File: src/hdl/assert_macros.svh
// assertion helpers, sampled on clk
`ifndef ASSERT_MACROS_SVH
`define ASSERT_MACROS_SVH

// checked outside reset only
`define HME_ASSERT(name, prop, msg) \
  name: assert property (@(posedge clk) disable iff (rst) prop) else $error(msg);

// checked on every edge, reset included
`define HME_ASSERT_ALWAYS(name, prop, msg) \
  name: assert property (@(posedge clk) prop) else $error(msg);

`endif

File: src/hdl/hme_pkg.sv
`timescale 1ns / 1ps
package hme_pkg;

  localparam int LEVELS_DEF     = 256;
  localparam int COUNT_BITS_DEF = 22;
  localparam int FRAC_BITS_DEF  = 8;
  localparam int Q_DEPTH        = 2;

  // input kinds as seen on the channel
  localparam logic [2:0] KIND_CLEAR = 3'd0;
  localparam logic [2:0] KIND_LOAD  = 3'd1;
  localparam logic [2:0] KIND_COUNT = 3'd2;
  localparam logic [2:0] KIND_BUILD = 3'd3;
  localparam logic [2:0] KIND_REMAP = 3'd4;

  typedef struct packed {
    logic [2:0]  op;
    logic [7:0]  index;
    logic [15:0] value;
    logic [7:0]  level;
  } hme_item_t;

endpackage

File: src/hdl/hme_in_if.sv
`timescale 1ns / 1ps
interface hme_in_if;
  logic        valid;
  logic        ready;
  logic [2:0]  kind;
  logic [7:0]  target_index;
  logic [15:0] target_value;
  logic [7:0]  pixel;

  modport source (output valid, kind, target_index, target_value, pixel, input ready);
  modport sink (input valid, kind, target_index, target_value, pixel, output ready);
endinterface

File: src/hdl/hme_front.sv
`timescale 1ns / 1ps
`include "assert_macros.svh"
module hme_front #(
  parameter int LEVELS = hme_pkg::LEVELS_DEF
) (
  input  logic              clk,
  input  logic              rst,
  hme_in_if.sink            in_ch,
  output hme_pkg::hme_item_t q_item,
  output logic              q_valid,
  input  logic              q_pop
);
  import hme_pkg::*;

  localparam int QAW = (Q_DEPTH > 1) ? $clog2(Q_DEPTH) : 1;
  localparam int CW  = $clog2(Q_DEPTH + 1);

  hme_item_t       entries [Q_DEPTH];
  logic [QAW-1:0]  wp;
  logic [QAW-1:0]  rp;
  logic [CW-1:0]   count;
  logic            push;
  logic            keep;
  logic            accept;
  hme_item_t       item;

  // classify: drop unknown kinds and out-of-range target loads, clamp pixel levels to LEVELS-1
  always_comb begin
    item.op    = in_ch.kind;
    item.index = in_ch.target_index;
    item.value = in_ch.target_value;
    if ({1'b0, in_ch.pixel} >= 9'(LEVELS)) begin
      item.level = 8'(LEVELS - 1);
    end else begin
      item.level = in_ch.pixel;
    end
    case (in_ch.kind)
      KIND_CLEAR, KIND_COUNT, KIND_BUILD, KIND_REMAP: keep = 1'b1;
      KIND_LOAD: keep = ({1'b0, in_ch.target_index} < 9'(LEVELS));
      default: keep = 1'b0;
    endcase
  end

  assign in_ch.ready = (count != CW'(Q_DEPTH));
  assign accept      = in_ch.valid && in_ch.ready;
  assign push        = accept && keep;
  assign q_valid     = (count != '0);
  assign q_item      = entries[rp];

  always_ff @(posedge clk) begin
    if (push) begin
      entries[wp] <= item;
    end
  end

  always_ff @(posedge clk) begin
    if (rst) begin
      wp    <= '0;
      rp    <= '0;
      count <= '0;
    end else begin
      if (push) begin
        wp <= (wp == QAW'(Q_DEPTH - 1)) ? '0 : wp + 1'b1;
      end
      if (q_pop) begin
        rp <= (rp == QAW'(Q_DEPTH - 1)) ? '0 : rp + 1'b1;
      end
      count <= count + CW'(push) - CW'(q_pop && q_valid);
    end
  end

  `HME_ASSERT(a_no_pop_empty, q_pop |-> count != '0, "pop from empty queue")
  `HME_ASSERT(a_count_bound, count <= CW'(Q_DEPTH), "queue count overflow")
  `HME_ASSERT(a_push_moves_wp, push |=> wp != $past(wp) || Q_DEPTH == 1, "write pointer stuck")

endmodule

File: src/flat_wrapper.sv
// flat-port wrapper written by rule: the top's interface ports become plain ports
module hme_front_flat import hme_pkg::*;
#(
  parameter int LEVELS = hme_pkg::LEVELS_DEF
)
  (clk, rst, q_item, q_valid, q_pop, in_ch_valid, in_ch_kind, in_ch_target_index, in_ch_target_value, in_ch_pixel, in_ch_ready);
  hme_in_if in_ch_i ();
  input  logic clk;
  input  logic rst;
  output hme_pkg::hme_item_t q_item;
  output logic q_valid;
  input  logic q_pop;
  input wire logic [$bits(in_ch_i.valid)-1:0] in_ch_valid;
  input wire logic [$bits(in_ch_i.kind)-1:0] in_ch_kind;
  input wire logic [$bits(in_ch_i.target_index)-1:0] in_ch_target_index;
  input wire logic [$bits(in_ch_i.target_value)-1:0] in_ch_target_value;
  input wire logic [$bits(in_ch_i.pixel)-1:0] in_ch_pixel;
  output wire logic [$bits(in_ch_i.ready)-1:0] in_ch_ready;
  assign in_ch_i.valid = in_ch_valid;
  assign in_ch_i.kind = in_ch_kind;
  assign in_ch_i.target_index = in_ch_target_index;
  assign in_ch_i.target_value = in_ch_target_value;
  assign in_ch_i.pixel = in_ch_pixel;
  assign in_ch_ready = in_ch_i.ready;
  hme_front #(.LEVELS(LEVELS)) u_core (.clk(clk), .rst(rst), .in_ch(in_ch_i), .q_item(q_item), .q_valid(q_valid), .q_pop(q_pop));
endmodule
File: config.mk
export PLATFORM = sky130hd
export DESIGN_NAME = hme_front_flat
export DESIGN_NICKNAME = d
export VERILOG_FILES = /design/src/hdl/hme_pkg.sv /design/src/hdl/hme_in_if.sv /design/src/hdl/hme_front.sv /design/src/flat_wrapper.sv
export VERILOG_INCLUDE_DIRS = /design/src /design/src/hdl
export SDC_FILE = /design/constraint.sdc
export NUM_CORES = 1
export LEC_CHECK = 0
export ABC_AREA = 1
export BUFFER_PORTS_ARGS = -buffer_cell sky130_fd_sc_hd__buf_2
export CAP_MARGIN = 20
export CORE_MARGIN = 4
export CORE_UTILIZATION = 56
export DETAILED_ROUTE_END_ITERATION = 8
export GPL_TIMING_DRIVEN = 0
export PLACE_DENSITY = 0.84
export SLEW_MARGIN = 20
export SYNTH_ARGS = -nofsm -noshare
export SYNTH_HDL_FRONTEND = slang
export SYNTH_SLANG_ARGS = --single-unit
File: constraint.sdc
create_clock -name clk -period 7.71 [get_ports clk]
set_input_delay 2.313 -clock clk [delete_from_list [all_inputs] [get_ports clk]]
set_output_delay 2.313 -clock clk [all_outputs]
set_load 0.1 [all_outputs]
==> flow_summary.html <==
<table>
<tr><th>Metric</th><th>Value</th></tr>
<tr><th colspan="2">Global route</th></tr>
<tr><td>Pin count of the biggest net entering global routing</td><td>36</td></tr>
<tr><td>Overall Global Routing Usage</td><td>15.53%</td></tr>
<tr><td>Overflow left after global routing</td><td>0</td></tr>
<tr><td>Number of antenna violations at the first check in global routing</td><td>0</td></tr>
<tr><td>Number of global-route vias before repair</td><td>between 1500 and 2000</td></tr>
<tr><td>Wire length of the first global-routing pass</td><td>7279 µm</td></tr>
<tr><th colspan="2">Layout</th></tr>
<tr><td>Ratio of cells with drive above 1 in the final layout</td><td>55.79%</td></tr>
<tr><td>Nets</td><td>278</td></tr>
<tr><td>Filler Cells Inserted</td><td>358</td></tr>
<tr><td>Final cell count without fillers</td><td>312</td></tr>
<tr><td>Post-synthesis to final-layout area growth</td><td>22.79%</td></tr>
<tr><td>Antenna Diode Count</td><td>0</td></tr>
<tr><th colspan="2">Timing</th></tr>
<tr><td>Relative max-transition margin</td><td>48.57%</td></tr>
<tr><td>Setup Skew</td><td>0.005687 ns</td></tr>
<tr><td>Final period util</td><td>50.64%</td></tr>
<tr><td>Transition at the pin with the smallest max-transition slack</td><td>0.7704 ns</td></tr>
<tr><td>Achievable Freq</td><td>256.1 MHz</td></tr>
<tr><td>Final Hold Violating Endpoints</td><td>0</td></tr>
<tr><td>Final Setup Violations</td><td>0</td></tr>
<tr><td>Final Max Slew Viols</td><td>0</td></tr>
<tr><td>Setup repair after global routing missed its margin</td><td>no</td></tr>
<tr><td>Setup_tns</td><td>0 ns</td></tr>
<tr><td>Post-layout min period</td><td>slightly below 4 ns</td></tr>
<tr><th colspan="2">Floorplanning</th></tr>
<tr><td>Horizontal extent of the die</td><td>80.49 µm</td></tr>
<tr><td>Boundary pin count</td><td>76</td></tr>
<tr><td>Vert. Die Dim</td><td>80.49 µm</td></tr>
<tr><td>Initial cell density of the core</td><td>57.62%</td></tr>
<tr><td>Die footprint</td><td>6479 µm²</td></tr>
<tr><td>Std-Cell Core Area</td><td>between 5000 and 6000 µm²</td></tr>
<tr><td>Placement row count</td><td>26</td></tr>
<tr><th colspan="2">Clock tree</th></tr>
<tr><td>Cts-stage hold buffer count</td><td>0</td></tr>
<tr><td>Maximum buffer depth of the clock tree</td><td>2</td></tr>
<tr><td>Total setup buffers inserted after CTS</td><td>0</td></tr>
<tr><td>Clock tree sinks</td><td>75</td></tr>
<tr><td>Clock transition at path regs</td><td>around 0.07 ns</td></tr>
<tr><td>TritonCTS clock tree</td><td>done</td></tr>
<tr><td>Clock latency on the worst-skew pair</td><td>0.33 ns</td></tr>
<tr><td>Cell at the root of the clock tree</td><td>clkbuf_8</td></tr>
<tr><td>Number of H-tree levels</td><td>3</td></tr>
<tr><td>Inserted Clock Buffers</td><td>9</td></tr>
<tr><td>Number of gates resized after CTS</td><td>0</td></tr>
<tr><th colspan="2">Logic synthesis</th></tr>
<tr><td>Dominant combinational cell family by area after synthesis</td><td>multiplexers</td></tr>
<tr><td>Predominant post-synthesis flop cell</td><td>edfxtp_1</td></tr>
<tr><td>Flip-flop and latch count after synthesis</td><td>between 70 and 80</td></tr>
<tr><td>Synth cell types</td><td>18</td></tr>
<tr><td>Share of synthesized registers carrying an async set or reset</td><td>0%</td></tr>
<tr><td>Xor-xnor portion of the synthesized cell area</td><td>0.5952%</td></tr>
<tr><td>Area of the mapped netlist</td><td>2943 µm²</td></tr>
<tr><td>Synth Instances</td><td>147</td></tr>
<tr><td>Post-synthesis mux area share</td><td>between 10% and 20%</td></tr>
<tr><td>Proportion of synthesized chip area in sequential cells</td><td>74.83%</td></tr>
<tr><td>Leading area contributor after synthesis</td><td>edfxtp_1</td></tr>
<tr><td>Simple logic cell fraction of the synthesized area</td><td>2.466%</td></tr>
<tr><td>Cell with the most instances after synthesis</td><td>edfxtp_1</td></tr>
<tr><td>Number of enable-type register cells in the synthesized netlist</td><td>70</td></tr>
<tr><td>Most used standard cells in the synthesized netlist</td><td>edfxtp_1 (70), mux2_4 (30), nor2_1 (10), inv_1 (7)</td></tr>
<tr><td>Average footprint of a synthesized cell</td><td>20.02 µm²</td></tr>
<tr><td>Synth Area in Compound Gates</td><td>0.5952%</td></tr>
<tr><td>Synthesis Warnings</td><td>0</td></tr>
<tr><td>Synth top area share</td><td>71.43%</td></tr>
<tr><td>Post-Synth Adder-Cell Area</td><td>0.8503%</td></tr>
<tr><td>Dominant cells by area after synthesis</td><td>edfxtp_1 (71%), mux2_4 (15%), dfxtp_1 (3.4%)</td></tr>
<tr><td>Syn Nets</td><td>roughly 190</td></tr>
<tr><th colspan="2">Hold path</th></tr>
<tr><td>Worst Hold Launch</td><td>u_core.rp</td></tr>
<tr><td>Worst min-delay path class</td><td>reg -&gt; reg</td></tr>
<tr><td>Number of cells traversed by the worst hold path</td><td>2</td></tr>
<tr><th colspan="2">Detailed routing</th></tr>
<tr><td>DRC violation count after routing</td><td>0</td></tr>
<tr><td>Via-to-Cell Ratio</td><td>4.788</td></tr>
<tr><td>Number of vias in the routed layout</td><td>~1500</td></tr>
<tr><td>Remaining number of nets flagged by the antenna check after routing</td><td>0</td></tr>
<tr><td>Total iterations of the first detailed-routing run</td><td>4</td></tr>
<tr><td>Routed length per instance</td><td>14.83 µm</td></tr>
<tr><td>Drt initial violations</td><td>59</td></tr>
<tr><td>Detailed-route wire length</td><td>4628 µm</td></tr>
<tr><th colspan="2">Place</th></tr>
<tr><td>Final Wtd Congestion</td><td>0.6948</td></tr>
<tr><td>DP Wirelength</td><td>3235 µm</td></tr>
<tr><td>Placed Cells incl. Taps</td><td>296</td></tr>
<tr><td>Port-buffer cells</td><td>75</td></tr>
<tr><th colspan="2">Worst setup path</th></tr>
<tr><td>Kind of end point of the critical path</td><td>output pin</td></tr>
<tr><td>Critical path fanouts, max</td><td>10</td></tr>
<tr><td>R2r worst-path depth</td><td>6</td></tr>
<tr><td>Required arrival time at the worst endpoint</td><td>5.40 ns</td></tr>
<tr><td>Data arrival, critical path</td><td>1.59 ns</td></tr>
<tr><td>Type of element launching the critical path</td><td>flip-flop</td></tr>
<tr><td>Launch point of the worst reg-to-reg path</td><td>u_core.count[0]</td></tr>
<tr><td>Setup CP Type</td><td>reg -&gt; out</td></tr>
<tr><th colspan="2">Flow run</th></tr>
<tr><td>Number of maximum-capacitance constraint violations</td><td>0</td></tr>
<tr><th colspan="2">Pwr</th></tr>
<tr><td>Net switching power of the design</td><td>0.0004363 W</td></tr>
<tr><td>Logic pwr share</td><td>roughly 34%</td></tr>
<tr><td>Part of the total power dissipated in sequential elements</td><td>43.6%</td></tr>
<tr><td>P_int</td><td>0.0007112 W</td></tr>
<tr><td>Switching power share of the total</td><td>between 30% and 40%</td></tr>
<tr><td>Relative contribution of the clock network to total power</td><td>22.6%</td></tr>
<tr><td>Static leakage</td><td>~1.5 nW</td></tr>
<tr><td>Power Dens Cells</td><td>317.6 nW/µm²</td></tr>
<tr><td>Worst IR drop on VDD</td><td>0.3517 mV</td></tr>
<tr><th colspan="2">Outcome</th></tr>
<tr><td>Outcome</td><td>completed</td></tr>
</table>
==> per-stage QoR <==
| step | hold slack, ns | instance area, µm² | worst slack (ns) | utilization [%] | total power (W) |
|---|---|---|---|---|---|
| finish | 0.5336 | 3613 | 3.805 | 70.75 | 0.001148 |
| global route | 0.5760 | 3613 | 3.748 | 70.75 | 0.001197 |
| CTS | 0.5330 | 3613 | 3.769 | 70.75 | 0.001158 |
| detailed placement | 0.5177 | 3441 | 3.994 | 67.37 | 0.0008992 |
| global placement | 0.4896 | 3406 | 0.9700 | 66.68 | 0.0008899 |
| floorplan | 0.4799 | 2943 | 2.381 | - | 0.0008384 |
==> cells in the final DEF, fill, tap and decap left out <==
cell / Yosys / layout
buf_6: 1 / 1
edfxtp_1: 70 / 70
mux2_4: 30 / 30
dfxtp_1: 5 / 5
nand3_1: 1 / 1
xnor2_1: 2 / 2
clkbuf_1: 0 / 3
buf_2: 0 / 75
nor3_2: 0 / 1
clkinv_2: 0 / 2
nor2_1: 10 / 10
o21ai_0: 1 / 1
mux2_2: 5 / 5
ha_1: 2 / 2
a21oi_1: 1 / 1
nand2_1: 5 / 5
inv_2: 1 / 2
buf_12: 3 / 3
o21a_1: 1 / 1
nand2_2: 1 / 1
clkbuf_8: 0 / 11
inv_1: 7 / 6
buf_4: 0 / 4
==> cell families (layout without fill, tap and decap cells) <==
logic type                 count (synthesis)  in the layout
DFF                                       75             75
muxes                                     35             35
and+or+nand+nor                           18             18
buffers and inverters                     12            107
AOI/OAI and AO/OA                          3              3
adders and majority gates                  2              2
xor gates and xnor gates                   2              2
==> sequential cells by signal, indices dropped and copies added, names as in the netlist, named ones only <==
signal / flops
u_core.count: 2
u_core.rp: 1
u_core.wp: 1
u_core.entries: 70
==> per-layer routing <==
metal  vias up  GRT usage, %  routed length (µm)  part of all wire, %
met5         -             0                   0                    0
met4         0         8.108                  81                  1.8
met3         9         3.924                 318                  6.9
met2        50         26.08                2372                   51
met1       702         18.37                1854                   40
li1        733             -                   -                    -
==> worst paths after layout <==
| kind | end | slack [ns] |
|---|---|---|
| setup / recovery | q_item[16] | 3.81 |
| hold / removal | u_core.rp | 0.53 |
| setup reg to reg | u_core.entries[0][15] | 6.04 |
| hold reg to reg | u_core.rp | 0.53 |
==> critical path, cell delays in order (launching register included) <==
cell     delay (ns)
dfxtp_1        0.33
buf_6          0.17
buf_12         0.16
mux2_4         0.31
buf_2          0.29
==> power groups by stage <==
stage / clock network (W) / registers [W] / logic, W
detailed placement: 0 / 0.000509 / 0.000390
global route: 0.000287 / 0.000503 / 0.000406
floorplan: 0 / 0.000508 / 0.000330
CTS: 0.000267 / 0.000500 / 0.000391
global placement: 0 / 0.000510 / 0.000379
finish: 0.000260 / 0.000500 / 0.000388
==> cell type report <==
| cell class | instances | area, µm² | area share [%] |
|---|---|---|---|
| tap | 70 | 87.58 | 2.424 |
| buffer | 4 | 71.32 | 1.974 |
| timing repair buffer | 79 | 405.4 | 11.22 |
| sequential | 75 | 2202 | 60.94 |
| inverter | 8 | 30.03 | 0.8310 |
| clock inverter | 2 | 10.01 | 0.2770 |
| multi-input combinational | 60 | 644.4 | 17.83 |
| clock buffer | 14 | 162.7 | 4.501 |
No activity file was read; power rests on OpenSTA's default activity.
